--- config.mk ---
export PLATFORM = sky130hd
export DESIGN_NAME = hfr_scale
export DESIGN_NICKNAME = d
export VERILOG_FILES = /design/src/rtl/hfr_pkg.sv /design/src/rtl/hfr_scale.sv
export SDC_FILE = /design/constraint.sdc
export NUM_CORES = 2
export LEC_CHECK = 0
export BUFFER_PORTS_ARGS = -buffer_cell sky130_fd_sc_hd__buf_2
export CORE_MARGIN = 8
export CORE_UTILIZATION = 40
export DETAILED_ROUTE_END_ITERATION = 7
export HOLD_SLACK_MARGIN = 0.12
export PLACE_DENSITY = 0.62
export SETUP_SLACK_MARGIN = 0.05
export SYNTH_ARGS = -nofsm -noshare
export SYNTH_HDL_FRONTEND = slang
export SYNTH_SLANG_ARGS = --single-unit
--- constraint.sdc ---
create_clock -name i_clk -period 21.2 [get_ports i_clk]
set_input_delay 1.06 -clock i_clk [delete_from_list [all_inputs] [get_ports i_clk]]
set_output_delay 1.06 -clock i_clk [all_outputs]
set_load 0.02 [all_outputs]
--- src/rtl/hfr_pkg.sv ---
// Shared types and constants for the hydrostatic face reconstruction pipeline.
package hfr_pkg;

    localparam int unsigned WORD_W     = 32;
    localparam int unsigned DEPTH_W    = 31;
    localparam int unsigned FRAC_W     = 16;
    localparam int unsigned QUOT_W     = WORD_W + FRAC_W;       // |q| << 16
    localparam int unsigned DIV_STEPS  = 4;                     // quotient bits per stage
    localparam int unsigned DIV_STAGES = QUOT_W / DIV_STEPS;
    localparam int unsigned MUL_SPLIT  = QUOT_W / 2;            // partial product split
    localparam int unsigned PP_W       = DEPTH_W + MUL_SPLIT;
    localparam int unsigned PROD_W     = DEPTH_W + QUOT_W;
    localparam int unsigned NUM_STG    = 1 + DIV_STAGES + 2;    // front, divide, multiply x2
    localparam int unsigned NUM_LANES  = 4;

    localparam logic [DEPTH_W-1:0] THRESH_RESET = DEPTH_W'(66);

    // discharge lanes
    localparam int unsigned LANE_HU_NEG = 0;
    localparam int unsigned LANE_HV_NEG = 1;
    localparam int unsigned LANE_HU_POS = 2;
    localparam int unsigned LANE_HV_POS = 3;

    typedef struct packed {
        logic signed [WORD_W-1:0]     fb;
        logic [1:0][DEPTH_W-1:0]      hst;
        logic [1:0][WORD_W-1:0]       dag;
        logic [NUM_LANES-1:0]         neg;
        logic [1:0]                   zero;
    } t_face;

endpackage

--- src/rtl/hfr_scale.sv ---
// Depth times velocity: split multiply, then sum, shift, saturate and apply the sign.
module hfr_scale
    import hfr_pkg::*;
(
    input  logic                 i_clk,
    input  logic                 i_en,
    input  logic [DEPTH_W-1:0]   i_hst,
    input  logic [QUOT_W-1:0]    i_mag,
    input  logic                 i_neg,
    output logic [WORD_W-1:0]    o_res
);

    logic [PP_W-1:0]    r_pl;
    logic [PP_W-1:0]    r_ph;
    logic               r_neg;
    logic [WORD_W-1:0]  r_res;
    logic [PROD_W-1:0]  sum;
    logic               sat;
    logic [DEPTH_W-1:0] prod;
    logic [WORD_W-1:0]  n_res;

    always_comb begin
        sum  = {r_ph, {MUL_SPLIT{1'b0}}} + PROD_W'(r_pl);
        sat  = |sum[PROD_W-1:DEPTH_W+FRAC_W];
        prod = sum[DEPTH_W+FRAC_W-1:FRAC_W];
        if (r_neg) begin
            n_res = sat ? {1'b1, {(WORD_W-1){1'b0}}} : (~{1'b0, prod} + WORD_W'(1));
        end else begin
            n_res = sat ? {1'b0, {(WORD_W-1){1'b1}}} : {1'b0, prod};
        end
    end

    always_ff @(posedge i_clk) begin
        if (i_en) begin
            r_pl  <= PP_W'(i_hst) * PP_W'(i_mag[MUL_SPLIT-1:0]);
            r_ph  <= PP_W'(i_hst) * PP_W'(i_mag[QUOT_W-1:MUL_SPLIT]);
            r_neg <= i_neg;
            r_res <= n_res;
        end
    end

    assign o_res = r_res;

endmodule

==> metrics.txt <==
Ports=114; Post-Syn Nets=7790; total CTS buffers=17; Multi-input gate area=0.0441 mm2; status=finished, final reports clean; Crit. End Element=register; Final Max Tran Viols=0; RSZ-0062 raised after global routing=false; WP data arrival=just under 9 ns; hpwl dp=115000 um; WL final=between 150000 and 200000 um; Slew headroom=28.8%; synthesis-stage register bit count=127; filler instances=13400; fmax=~120 MHz; final RePlAce weighted congestion=a little under 0.9; crit path kind=input port to register; Initial DRC Count=2665; final setup vio count=0; slew of the pin with the lowest slew margin=1.07 ns; TNS Setup=0 ns; clock-pin slew on the worst setup and hold paths=0.06 ns; Starting Density=40.3%; hold_buf cts=0; synthesized instance count=6046; CORE AREA=0.135 mm2; ranking of synthesized cells by area=fa_1 47%, inv_1 9.8%, ha_1 8.9%, and2_1 8.7%, edfxtp_1 7.0%; Hold Path Class=register to register; Synth Area in Compound Gates=under 10%; Sequential Area=0.00381 mm2; Warnings, synthesis=0; CP Max Fanout=25; XOR/XNOR share of the synthesized area=1.83%; minimum clock period=8.65 ns; final period utilization=between 40% and 50%; Synth Cell Area=between 0.05 and 0.06 mm2; Total Routing Usage GR=21.0%; Root Buffer=clkbuf_16; Synth Area in Adders=55.6%; CP required=21.42 ns; pin count of the biggest net entering global routing=75; # resized after CTS=0; Max clock buf depth=2; Avg Inst Size Synth=9.03 um2; Residual DRC=0; post-synthesis sequential area ratio=6.98%; # clock sinks=~130; Final ANT Viol Nets=0; share of the synthesized area in the top cell type=46.6%; Synth Flop Type=edfxtp_1; Die X-Extent=around 390 um; crit path launch type=input port; commonest cells after routing, fill and taps aside=1429 x inv_1, 1272 x fa_1, 837 x nand2_1; DR vias=40100; vias in the first global route=between 40000 and 50000; share of cells above drive strength 1=3.63%; Clock Skew=roughly 0.019 ns; CTS H-tree lvls=4; async set or reset register ratio after synthesis=0%; leading area contributor after synthesis=fa_1; max_cap viols=0; Clock Latency Late Sink=0.48 ns; post-synth cell types=85; largest family of logic cells by synthesized area=adder cells; DR vias/cell=5.22; first-pass GRT wire length=244000 um; multiplexer share of the synthesized area=less than 1%; GR Overflow Total=0; port bufs=113; Post-CTS Setup Bufs=0; Synth Area in Simple Gates=17.5%; Rows=135; initial antenna violation count=21; Final #Nets=7625; final hold violation count=0; drt wl/cell=19.6 um; die area=0.149 mm2; CTS tree=built; Post-synth EDFFs=127; die height=between 300 and 400 um; most common cell after layout, fill and taps aside=inv_1; drt pass-1 iters=5; Area growth syn-to-layout=4.42%
==> worst paths after layout <==
kind	to	slack, ns	cells past startpoint	startpoint
worst max-delay path	r_pl[54]$_DFFE_PP_	12.55	27	i_hst[16]
worst min-delay path	o_res[7]$_DFFE_PP_	0.66	1	r_pl[23]$_DFFE_PP_
worst max register to register	o_res[18]$_DFFE_PP_	15.63	13	r_pl[46]$_DFFE_PP_
worst min register to register	o_res[7]$_DFFE_PP_	0.66	1	r_pl[23]$_DFFE_PP_
==> metal layers <==
| metal | part of all wire [%] | track usage (%) |
|---|---|---|
| met1 | 43 | 27.7 |
| met2 | 47 | 35.4 |
| met3 | 6.6 | 3.23 |
| met4 | 3.4 | 6.86 |
| met5 | 0.043 | 0 |
==> cell families (layout without fill, tap and decap cells) <==
family / Yosys count / after routing
other cells: 0 / 13
simple gates: 1900 / 1900
compound gates: 462 / 462
xor+xnor: 114 / 114
buf+inv: 1766 / 1614
flops: 127 / 127
fa+ha+maj: 1662 / 1662
mux: 15 / 15
==> registers in the layout (all words and copies together), names as in the netlist <==
signal / cells
o_res: 32
r_neg: 1
r_ph: 55
r_pl: 39
==> worst max-delay path: stages <==
cell and delay, ns:
buf_2 0.45, buf_4 0.49, and2_1 0.22, fa_1 0.45, fa_1 0.54, inv_1 0.05, fa_1 0.50, fa_1 0.54
inv_1 0.06, fa_1 0.48, fa_1 0.48, inv_1 0.05, fa_1 0.47, inv_1 0.04, ha_1 0.31, and4_1 0.22
nand4_1 0.11, nand4b_1 0.12, nand3_1 0.17, o21a_1 0.34, nand4_1 0.18, or3b_2 0.47, and2_1 0.19, a41o_1 0.27
a211o_1 0.29, a21oi_1 0.18, xnor2_1 0.08
==> synthesized netlist by cell type, types with 18 or more instances <==
cell type and instances:
a21o_1 54, a21oi_1 118, a31oi_1 18, and2_1 758, clkbuf_1 322, edfxtp_1 127
fa_1 1272, ha_1 390, inv_1 1429, nand2_1 837, nand3_1 45, nand4_1 29
nor2_1 83, nor2b_1 20, nor3_1 39, o211ai_1 19, o21a_1 28, o21ai_0 89
o21bai_1 18, xnor2_1 80, xor2_1 34
==> final cells by class <==
| class | instances | area share, % |
|---|---|---|
| multi-input cells | 4153 | 77.4 |
| inverters | 1429 | 9.41 |
| flip-flops and latches | 127 | 6.69 |
| well taps | 1781 | 3.91 |
| repair buffers | 153 | 1.53 |
| clock buffers | 17 | 0.746 |
| clock inverters | 15 | 0.248 |
| diodes | 13 | 0.0571 |
==> metrics by stage <==
step,setup WS (ns),hold slack (ns),instance area [um2],util [%],cells
global route,12.21,0.686,57000,42.1,7676
finish,12.55,0.658,57000,42.1,7688
floorplan,13.03,0.597,54600,-,6046
detailed placement,12.05,0.639,56400,41.6,7643
global placement,12.15,0.643,56400,41.6,7643
CTS,12.57,0.658,57000,42.1,7675
Power is left out: the tool's default activity adds up to more than one toggle a clock period on the data nets, which glitch-free logic cannot reach.
