$ cat config.mk
export PLATFORM = sky130hd
export DESIGN_NAME = hfr_front
export DESIGN_NICKNAME = d
export VERILOG_FILES = /design/src/rtl/hfr_pkg.sv /design/src/rtl/hfr_front.sv
export SDC_FILE = /design/constraint.sdc
export NUM_CORES = 1
export LEC_CHECK = 0
export ABC_CLOCK_PERIOD_IN_PS = 8400
export BUFFER_PORTS_ARGS = -buffer_cell sky130_fd_sc_hd__buf_2
export CAP_MARGIN = 10
export CORE_AREA = 4 4 270 272
export DETAILED_ROUTE_END_ITERATION = 16
export DIE_AREA = 0 0 274 276
export GPL_ROUTABILITY_DRIVEN = 0
export PLACE_DENSITY = 0.67
export SLEW_MARGIN = 10
export SYNTH_ARGS = -nofsm -noshare
export SYNTH_HDL_FRONTEND = slang
export SYNTH_SLANG_ARGS = --single-unit
$ cat constraint.sdc
create_clock -name i_clk -period 8.4 [get_ports i_clk]
set_input_delay 0.42 -clock i_clk [delete_from_list [all_inputs] [get_ports i_clk]]
set_output_delay 0.42 -clock i_clk [all_outputs]
set_load 0.05 [all_outputs]
$ cat src/rtl/hfr_pkg.sv
// Shared types and constants for the hydrostatic face reconstruction pipeline.
package hfr_pkg;

    localparam int unsigned WORD_W     = 32;
    localparam int unsigned DEPTH_W    = 31;
    localparam int unsigned FRAC_W     = 16;
    localparam int unsigned QUOT_W     = WORD_W + FRAC_W;       // |q| << 16
    localparam int unsigned DIV_STEPS  = 4;                     // quotient bits per stage
    localparam int unsigned DIV_STAGES = QUOT_W / DIV_STEPS;
    localparam int unsigned MUL_SPLIT  = QUOT_W / 2;            // partial product split
    localparam int unsigned PP_W       = DEPTH_W + MUL_SPLIT;
    localparam int unsigned PROD_W     = DEPTH_W + QUOT_W;
    localparam int unsigned NUM_STG    = 1 + DIV_STAGES + 2;    // front, divide, multiply x2
    localparam int unsigned NUM_LANES  = 4;

    localparam logic [DEPTH_W-1:0] THRESH_RESET = DEPTH_W'(66);

    // discharge lanes
    localparam int unsigned LANE_HU_NEG = 0;
    localparam int unsigned LANE_HV_NEG = 1;
    localparam int unsigned LANE_HU_POS = 2;
    localparam int unsigned LANE_HV_POS = 3;

    typedef struct packed {
        logic signed [WORD_W-1:0]     fb;
        logic [1:0][DEPTH_W-1:0]      hst;
        logic [1:0][WORD_W-1:0]       dag;
        logic [NUM_LANES-1:0]         neg;
        logic [1:0]                   zero;
    } t_face;

endpackage

$ cat src/rtl/hfr_front.sv
// Front stage: face bed, reconstructed depths, Z dagger and divider operands.
module hfr_front
    import hfr_pkg::*;
(
    input  logic                               i_clk,
    input  logic                               i_en,
    input  logic [DEPTH_W-1:0]                 i_thr,
    input  logic [1:0][WORD_W-1:0]             i_bed,
    input  logic [1:0][DEPTH_W-1:0]            i_depth,
    input  logic [1:0][WORD_W-1:0]             i_hu,
    input  logic [1:0][WORD_W-1:0]             i_hv,
    input  logic [1:0]                         i_act,
    output t_face                              o_face,
    output logic [NUM_LANES-1:0][QUOT_W-1:0]   o_dvd,
    output logic [1:0][DEPTH_W-1:0]            o_dvs
);

    t_face                              n_face;
    t_face                              r_face;
    logic [NUM_LANES-1:0][QUOT_W-1:0]   n_dvd;
    logic [NUM_LANES-1:0][QUOT_W-1:0]   r_dvd;
    logic [1:0][DEPTH_W-1:0]            r_dvs;
    logic signed [WORD_W-1:0]           fb;
    logic signed [WORD_W:0]             eta [2];
    logic signed [WORD_W+1:0]           h   [2];
    logic [NUM_LANES-1:0][WORD_W-1:0]   q;

    always_comb begin
        if (i_act[0] && i_act[1]) begin
            fb = ($signed(i_bed[0]) > $signed(i_bed[1])) ? i_bed[0] : i_bed[1];
        end else if (i_act[0]) begin
            fb = i_bed[0];
        end else if (i_act[1]) begin
            fb = i_bed[1];
        end else begin
            fb = '0;
        end
        q = {i_hv[1], i_hu[1], i_hv[0], i_hu[0]};
        n_face    = '0;
        n_face.fb = fb;
        for (int s = 0; s < 2; s++) begin
            eta[s] = $signed({i_bed[s][WORD_W-1], i_bed[s]}) + $signed({2'b00, i_depth[s]});
            h[s]   = $signed({eta[s][WORD_W], eta[s]}) - $signed({{2{fb[WORD_W-1]}}, fb});
            if (!i_act[s] || h[s][WORD_W+1]) begin
                n_face.hst[s] = '0;
            end else if (|h[s][WORD_W:DEPTH_W]) begin
                n_face.hst[s] = '1;
            end else begin
                n_face.hst[s] = h[s][DEPTH_W-1:0];
            end
            n_face.dag[s]  = ($signed({eta[s][WORD_W], eta[s]}) < $signed({{2{fb[WORD_W-1]}}, fb}))
                             ? eta[s][WORD_W-1:0] : fb;
            n_face.zero[s] = (i_depth[s] <= i_thr) || (i_depth[s] == '0);
        end
        for (int l = 0; l < NUM_LANES; l++) begin
            n_face.neg[l] = q[l][WORD_W-1];
            n_dvd[l] = {(q[l][WORD_W-1] ? (~q[l] + WORD_W'(1)) : q[l]), {FRAC_W{1'b0}}};
        end
    end

    always_ff @(posedge i_clk) begin
        if (i_en) begin
            r_face <= n_face;
            r_dvd  <= n_dvd;
            r_dvs  <= i_depth;
        end
    end

    assign o_face = r_face;
    assign o_dvd  = r_dvd;
    assign o_dvs  = r_dvs;

endmodule

==> results.py, run 1 <==
metrics = {
    "floorplan": {
        "die_x_um": 274,
        "num_rows": 98,
        "pin_count": 707,
        "initial_utilization_pct": 34.1,
        "core_area_um2": 70800,
        "die_area_um2": 75600,
        "dieHeight_um": 276,
    },
    "final_layout": {
        "mostFrequentLayoutCells": "buf_2 (641), edfxtp_1 (354), ha_1 (226)",
        "final_core_util_pct": 41.9,
        "area_growth_pct": 22.8,
        "layout_commonest_cell": "buf_2",
        "drive_gt1_share_pct": 27.4,
        "fin_nets": 3416,
    },
    "synth": {
        "syn_inst": 2250,
        "syn_area_um2": 24100,
        "async_flop_share_pct": 0,
        "ys.flop_type": "edfxtp_1",
        "ys_seq_elements": 354,
        "synth-compound-area-share_pct": 17.1,
        "seq_area_frac_synth_pct": 44.0,
        "synthXorXnorAreaFrac_pct": 7.95,
        "synthMuxAreaShare_pct": 2.69,
        "synth-edff-count": 354,
        "synth_top_family_by_area": "compound AO/OA/AOI/OAI gates",
        "synth-simple-area-share_pct": 11.1,
        "synthAdderAreaFrac_pct": 12.0,
        "syn_avg_cell_area_um2": 10.7,
        "synth_warnings": 0,
        "ys_types": 78,
    },
    "detailed_routing": {
        "m1WireLength_um": 39600,
        "routed_wl_um": 90700,
        "dr.first_iter.drc_count": 1884,
        "num_vias": 20600,
        "wl_met3_um": 7500,
        "met2_length_um": 40200,
        "wl_per_cell_um": 23.4,
        "routed.top_layer": "met5",
        "drtAntennaViolNets": 0,
        "drt-vias-per-instance": 5.31,
        "drc_errors": 0,
        "first_pass_iters": 5,
    },
    "power_and_ir_drop": {
        "leakagePower_nw": 13.0,
        "ir_drop_v": 0.000152,
        "power_density_nw_per_um2": 264,
    },
    "worst_setup_path": {
        "critPathKind": "in -> reg",
        "required_ns": 8.72,
        "path_cells": "buf_2, inv_1, ha_1, a21o_1, a21o_1, a21oi_1, nor2_1, nor3_1, nand3b_1, o21a_1, o211a_1, a22oi_1, ha_1, nor2b_1, o31a_1, o311ai_1, a21oi_1, a211o_1, o31ai_1, o21ai_2, inv_1, mux2_2",
        "cp_max_fo": 22,
        "path_delay_family": "compound AO/OA/AOI/OAI gates",
        "worstSetupEndpointType": "flop",
        "cpPeakStageDelay_ns": 0.83,
        "crit_slowest_cell": "inv_1",
        "crit_arrival_ns": 7.43,
        "start_kind": "input pin",
        "cp.buffers_inverters": 3,
    },
    "cts": {
        "cts_sinks": 354,
        "clk_pin_slew_worst_paths_ns": 0.07,
        "cts_setup_buffers": 0,
        "cts_resized": 0,
        "htreeDepth": 2,
        "cts-root-buf": "clkbuf_16",
        "cts_tree": "yes",
        "cts_made_buffers": 43,
        "cts_hold_repair.buffers": 0,
        "clk_path_buf_depth": 3,
    },
    "global_route": {
        "grt_start_max_net_pins": 168,
        "grt_first_pass_wirelength_um": 131000,
        "grt_antenna_before_repair": 24,
        "grt_pass1_vias": 19800,
        "grt_overflow": 0,
        "grt_usage_pct": 23.0,
    },
    "timing": {
        "fin_crit_sh_pct": 84.7,
        "period_needed_ns": 7.11,
        "fmax_mhz": 141,
        "relSlewSlack_pct": 24.6,
        "rsz0062_at_grt": "no",
        "fin_tns_setup_ns": 0,
        "hold_violations": 0,
        "worst_pin_slew_ns": 1.13,
        "setup_viol": 0,
        "drv_slew": 0,
    },
    "place": {
        "port_buffers": 642,
        "hpwl_um": 75000,
    },
    "run_status": {
        "status": "finished clean",
    },
    "min_path": {
        "hold_path.class": "in -> reg",
    },
    "job": {
        "drv_cap": 0,
    },
}
## power breakdown
group	total [W]	internal (W)	switching, W	leakage [nW]
Sequential	0.00244	0.00232	0.000125	3.45
Clock	0.00186	0.00110	0.000765	0.674
Combinational	0.00352	0.00104	0.00248	8.84
## final timing paths
kind	start	end	slack, ns	cells after the start
worst max-delay path	i_bed[57]	o_face[64]$_DFFE_PP_	1.29	22
worst min-delay path	i_depth[57]	o_dvs[57]$_DFFE_PP_	0.08	1
## metal layers
metal  vias to the layer above  track usage [%]
li1                       9617                -
met1                      9798             31.7
met2                       998             35.8
met3                       196             4.96
met4                        12             7.96
met5                         -                0
## cells by family (layout without fill, tap and decap cells)
kind of cell	Yosys count	count (layout)
flops	354	354
other cells	1	70
xor+xnor	219	219
simple gates	501	501
fa+ha+maj	230	230
buf+inv	263	877
compound gates	623	623
mux	59	59
## final cells by class
cell class | instances | area (µm²)
diodes | 6 | 15.0
clock inverters | 24 | 233
repair buffers | 658 | 3360
clock buffers | 51 | 1150
flip-flops and latches | 354 | 10600
inverters | 144 | 541
multi-input cells | 1696 | 12500
well taps | 950 | 1190
fillers | 6880 | 41100
## metrics by stage
stage	power, W	worst slack, ns	cells	hold slack [ns]	area [µm²]
CTS	0.00785	1.37	3877	0.0373	29600
global route	0.00820	0.893	3882	0.0444	29600
detailed placement	0.00595	0.805	3802	0.667	28200
finish	0.00783	1.29	3883	0.0764	29600
floorplan	0.00493	2.67	2313	0.519	24400
global placement	0.00594	0.969	3802	0.664	28200
## Yosys cell counts, types with 4 or more instances
master       n  area [µm²]
o41ai_1     12         105
mux2i_1     12         120
mux2_2      47         529
a22o_1      23         201
o21bai_1    12        90.1
nand2b_1    31         194
xor2_1      45         394
o21ai_0    127         636
o2111ai_1    4        35.0
and2_1      13        81.3
xnor2_1    174        1520
ha_1       226        2830
o21a_1      52         390
o31a_1       7        61.3
clkbuf_1    48         180
o221ai_1     5        43.8
a21o_1     103         773
or4_1       15         113
nor3_1      28         140
a211o_1      5        43.8
a31o_2       7        61.3
and4_1      10        87.6
o31ai_1     34         255
o211ai_1     8        60.1
a21oi_1    152         761
nor2_1      86         323
a22oi_1     11        82.6
nor2b_1     26         163
a211oi_1    11        82.6
buf_4       64         480
nand3_1     30         150
nand4_1     35         219
nor3b_1      6        45.0
or3_1       32         200
or2_2        8        50.1
inv_1      144         541
a31oi_1     14        87.6
edfxtp_1   354       10600
a21boi_0     7        52.6
fa_1         4        80.1
and3_1      13        81.3
nand2_1    122         458
nor4_1      23         144
## state kept, by name, summed over array words and instances (netlist names)
| name | cells |
|---|---|
| o_face | 164 |
| o_dvd | 128 |
| o_dvs | 62 |
(Power assumes the default switching activity.)
==> run 2, diff against run 1 <==
- ABC_AREA: not set -> 1
- ABC_CLOCK_PERIOD_IN_PS: 8400 -> 6500
- CORE_AREA: 4 4 270 272 -> 4 4 275 277
- DIE_AREA: 0 0 274 276 -> 0 0 279 281
- PLACE_DENSITY: 0.67 -> 0.71
- clock period: 8.4 -> 6.5 ns (I/O delays scaled with it)
==> results.py, run 2 <==
metrics = {
    "run_status": {
        "status": "finished clean",
    },
    "place": {
        "port_buffers": 642,
        "hpwl_um": 89900,
    },
    "detailed_routing": {
        "routed_wl_um": 108000,
        "dr.first_iter.drc_count": 1928,
        "wl_per_cell_um": 22.1,
        "met2_length_um": 53900,
        "num_vias": 26000,
        "wl_met3_um": 9620,
        "m1WireLength_um": 39100,
        "drc_errors": 0,
        "drt-vias-per-instance": 5.30,
        "drtAntennaViolNets": 0,
        "first_pass_iters": 7,
        "routed.top_layer": "met5",
    },
    "worst_setup_path": {
        "start_kind": "input pin",
        "crit_slowest_cell": "ha_1",
        "crit_arrival_ns": 5.62,
        "critPathKind": "in -> reg",
        "path_delay_family": "simple AND/OR/NAND/NOR gates",
        "cp_max_fo": 31,
        "crit_top_cell": "nand2_1",
        "worstSetupEndpointType": "flop",
        "cpPeakStageDelay_ns": 0.52,
        "cp_num_cells": 28,
        "required_ns": 6.82,
        "cp.buffers_inverters": 5,
    },
    "cts": {
        "cts_tree": "yes",
        "clk_pin_slew_worst_paths_ns": 0.06,
        "htreeDepth": 2,
        "cts_resized": 0,
        "cts_made_buffers": 44,
        "cts-root-buf": "clkbuf_16",
        "cts_sinks": 354,
        "cts_setup_buffers": 0,
        "cts_hold_repair.buffers": 26,
        "clk_path_buf_depth": 3,
    },
    "synth": {
        "synth_warnings": 0,
        "syn_inst": 3225,
        "yosysTopAreaCell": "edfxtp_1",
        "synth_top_cells_by_count": "nand2_1 (738), nor2_1 (390), inv_1 (378)",
        "ys_types": 52,
        "synth-edff-count": 354,
        "synth-compound-area-share_pct": 11.1,
        "synth_area_leaders": "edfxtp_1 (40%), ha_1 (11%), nand2_1 (10%), nor2_1 (5.5%), inv_1 (5.4%)",
        "synth_top_family_by_area": "simple AND/OR/NAND/NOR gates",
        "synthXorXnorAreaFrac_pct": 7.37,
        "async_flop_share_pct": 0,
        "synth_most_common_cell": "nand2_1",
        "ys.flop_type": "edfxtp_1",
        "synthMuxAreaShare_pct": 0,
        "syn_area_um2": 26500,
        "synth_top_area_share_pct": 40.1,
        "synth-simple-area-share_pct": 22.1,
        "synthAdderAreaFrac_pct": 11.0,
        "syn_avg_cell_area_um2": 8.22,
        "seq_area_frac_synth_pct": 40.1,
        "ys_seq_elements": 354,
    },
    "power_and_ir_drop": {
        "ir_drop_v": 0.000263,
        "power.total_w": 0.0107,
        "leakagePower_nw": 15.3,
        "power_density_nw_per_um2": 330,
    },
    "final_layout": {
        "mostFrequentLayoutCells": "nand2_1 (738), buf_2 (641), nor2_1 (390)",
        "drive_gt1_share_pct": 19.5,
        "largest_register_ffs": 164,
        "area_growth_pct": 22.1,
        "layout_commonest_cell": "nand2_1",
        "fillers": 7222,
        "fin_nets": 4419,
    },
    "global_route": {
        "grt_start_max_net_pins": 152,
        "grt_pass1_vias": 25500,
        "grt_antenna_before_repair": 25,
        "grt_first_pass_wirelength_um": 158000,
        "grt_overflow": 0,
        "grt_usage_pct": 26.4,
    },
    "min_path": {
        "holdPathStages": 1,
        "hold_path.class": "in -> reg",
    },
    "timing": {
        "rsz0062_at_grt": "no",
        "period_needed_ns": 5.30,
        "fmax_mhz": 189,
        "setup_viol": 0,
        "fin_tns_setup_ns": 0,
        "fin_crit_sh_pct": 81.5,
        "worst_pin_slew_ns": 0.972,
        "drv_slew": 0,
        "hold_violations": 0,
        "relSlewSlack_pct": 34.6,
    },
    "floorplan": {
        "num_rows": 99,
        "initial_utilization_pct": 36.4,
        "dieHeight_um": 281,
        "die_x_um": 279,
        "core_area_um2": 72800,
        "pin_count": 707,
        "die_area_um2": 78400,
    },
    "job": {
        "drv_cap": 0,
    },
}
==> run 2: final cells by class <==
class,count,area (µm²),area share (%)
Multi-Input combinational cell,2426,13900,42.9
Sequential cell,354,10600,32.8
Timing Repair Buffer,691,3710,11.4
Inverter,383,1440,4.44
Tap cell,959,1200,3.71
Clock buffer,49,1120,3.46
Clock inverter,32,365,1.13
Antenna cell,14,35.0,0.108
==> run 2: path summary, 6_finish.rpt <==
check,start,end,slack [ns]
max,i_bed[63],o_face[95]$_SDFFCE_PP0P_,1.20
min,i_depth[52],o_dvs[52]$_DFFE_PP_,0.03
==> run 2: metal layers <==
layer  up-vias  track usage [%]
li1      12100                -
met1     12100             29.5
met2      1445             47.9
met3       302             5.72
met4        12             12.2
met5         -                0
==> run 2: cell families (layout without fill, tap and decap cells) <==
| group | count (synthesis) | in the layout |
|---|---|---|
| AO/OA/AOI/OAI | 499 | 499 |
| XOR/XNOR | 223 | 223 |
| adder cells (fa/ha/maj) | 230 | 230 |
| buffers and inverters | 508 | 1155 |
| flip-flops | 354 | 354 |
| other | 1 | 78 |
| AND/OR/NAND/NOR | 1410 | 1410 |
==> run 2: per-stage QoR <==
stage | util [%] | cell area [µm²] | hold slack [ns] | setup slack (ns) | instances
floorplan | - | 26700 | 0.424 | 2.49 | 3288
global placement | 42.0 | 30600 | 0.522 | 0.800 | 4787
detailed placement | 42.0 | 30600 | 0.526 | 0.799 | 4787
CTS | 44.4 | 32300 | 0.00776 | 1.40 | 4894
global route | 44.4 | 32400 | 0.0240 | 0.846 | 4903
finish | 44.5 | 32400 | 0.0301 | 1.20 | 4908
==> run 2: power by group <==
group          leakage (nW)  internal [W]  switching, W
combinational          11.2       0.00127       0.00371
clock                 0.723       0.00153       0.00104
sequential             3.45       0.00297      0.000170
total                  15.3       0.00577       0.00492
==> run 3, diff against run 2 <==
- ABC_CLOCK_PERIOD_IN_PS: 6500 -> 4800
- clock period: 6.5 -> 4.8 ns (I/O delays scaled with it)
==> results.py, run 3 (same netlist as run 2, synthesis figures left out) <==
metrics = {
    "floorplan": {
        "core_area_um2": 72800,
        "die_area_um2": 78400,
        "dieHeight_um": 281,
        "num_rows": 99,
        "pin_count": 707,
        "initial_utilization_pct": 36.4,
        "die_x_um": 279,
    },
    "final_layout": {
        "layout_commonest_cell": "nand2_1",
        "multi_input_area_um2": 13900,
        "fillers": 6965,
        "finalNonFillerCells": 5115,
        "mostFrequentLayoutCells": "nand2_1 (738), buf_2 (641), nor2_1 (390)",
        "design_area_um2": 34300,
        "area_growth_pct": 29.3,
        "largest_register_ffs": 164,
        "fin_nets": 4639,
        "regArea_um2": 10600,
        "drive_gt1_share_pct": 20.9,
    },
    "power_and_ir_drop": {
        "ir_drop_v": 0.000435,
        "leakagePower_nw": 16.3,
        "power_density_nw_per_um2": 424,
    },
    "place": {
        "port_buffers": 642,
        "placed_area_um2": 31500,
        "hpwl_um": 90300,
        "dp_slack_ns": -0.127,
        "dp.cells": 4891,
    },
    "worst_setup_path": {
        "critPathKind": "in -> reg",
        "crit_top_cell": "nand2_1",
        "cpPeakStageDelay_ns": 0.55,
        "critPathLaunch": "i_depth[39]",
        "cp_num_cells": 24,
        "cp_max_fo": 32,
        "path_delay_family": "buffers and inverters",
        "start_kind": "input pin",
        "crit_arrival_ns": 5.00,
        "crit_end": "o_face[50]$_DFFE_PP_",
        "cp.buffers_inverters": 4,
        "crit_slowest_cell": "dlygate4sd3_1",
        "required_ns": 5.23,
        "path_cells": "dlygate4sd3_1, buf_2, ha_1, nand2_1, nor2_1, nand2_1, o21ai_2, a21oi_1, o21ai_0, xor2_1, ha_1, a21oi_1, inv_1, a31oi_1, o21ai_0, nor2_1, nand2_1, nand2_1, nand2_1, nand2_1, nand2_2, inv_2, nand2_1, nand2_1",
        "worstSetupEndpointType": "flop",
    },
    "cts": {
        "cts_made_buffers": 43,
        "clk_pin_slew_worst_paths_ns": 0.06,
        "clk_path_buf_depth": 3,
        "htreeDepth": 2,
        "cts_sinks": 354,
        "cts-root-buf": "clkbuf_16",
        "cts_tree": "yes",
        "cts_setup_buffers": 0,
    },
    "timing": {
        "drv_slew": 0,
        "hold_violations": 0,
        "setup_viol": 0,
        "fin_tns_setup_ns": 0,
        "rsz0062_at_grt": "no",
        "whs_ns": 0.0398,
        "fmax_mhz": 219,
        "fin_ws_ns": 0.228,
        "fin_crit_sh_pct": 95.2,
        "relSlewSlack_pct": 35.6,
        "period_needed_ns": 4.57,
        "worst_pin_slew_ns": 0.957,
    },
    "detailed_routing": {
        "wl_per_cell_um": 21.5,
        "first_pass_iters": 6,
        "drtAntennaViolNets": 0,
        "dr.first_iter.drc_count": 2149,
        "routed_wl_um": 110000,
        "num_vias": 26900,
        "drc_errors": 0,
        "drt-vias-per-instance": 5.26,
    },
    "global_route": {
        "grt_antenna_before_repair": 16,
        "grt_overflow": 0,
        "grt_pass1_vias": 26500,
        "grt_start_max_net_pins": 124,
        "grt_first_pass_wirelength_um": 160000,
        "grt_usage_pct": 26.8,
    },
    "min_path": {
        "hold_path.class": "in -> reg",
    },
    "job": {
        "drv_cap": 0,
    },
    "run_status": {
        "status": "finished clean",
    },
}
## run 3: cell count changes in the layout (fill, tap and decap cells not counted), sizes merged
cell / change
clkinv: -3
diode: -7
bufinv: -4
clkinvlp: -1
buf: +104
dlygate4sd3: +117
clkbuf: +1
## run 3: worst min path at each step
stage	start	end	cells after the start	slack (ns)
final	i_depth[45]	o_dvs[45]$_DFFE_PP_	1	0.04
after global placement	i_hu[32]	o_dvd[112]$_DFFE_PP_	1	0.44
after CTS	i_hu[7]	o_dvd[23]$_DFFE_PP_	2	0.0004
after global routing	i_depth[45]	o_dvs[45]$_DFFE_PP_	1	0.02
after detailed placement	i_hu[32]	o_dvd[112]$_DFFE_PP_	1	0.44
after floorplan	i_hu[32]	o_dvd[112]$_DFFE_PP_	0	0.34
## run 3: area by class of cell
class	count	share of cell area, %
diodes	7	0.0511
clock inverters	24	0.672
repair buffers	912	16.7
well taps	959	3.50
multi-input cells	2426	40.5
flip-flops and latches	354	31.0
clock buffers	50	3.28
inverters	383	4.20
## run 3: timing repair
action                     4_1_cts  5_1_grt
hold endpoints to repair       144        0
setup endpoints to repair        0       59
hold buffers                   143        0
resized for setup                0        4
## run 3: layer usage
layer,vias to the layer above,wire length (µm),global-route usage [%]
li1,12600,-,-
met1,12500,39200,30.2
met2,1541,54400,48.4
met3,291,10500,5.73
met4,10,5760,12.4
met5,-,61,0
## run 3: where the power goes
group	total [W]	internal [W]	switching, W
combinational	0.00707	0.00204	0.00503
sequential	0.00429	0.00403	0.000260
clock	0.00318	0.00184	0.00134
## run 3: per-stage QoR
step           power, W  utilization, %
6_report         0.0145            47.1
4_1_cts          0.0145            47.0
2_1_floorplan   0.00884               -
3_5_place_dp     0.0112            43.2
3_3_place_gp     0.0112            43.2
5_1_grt          0.0153            47.0
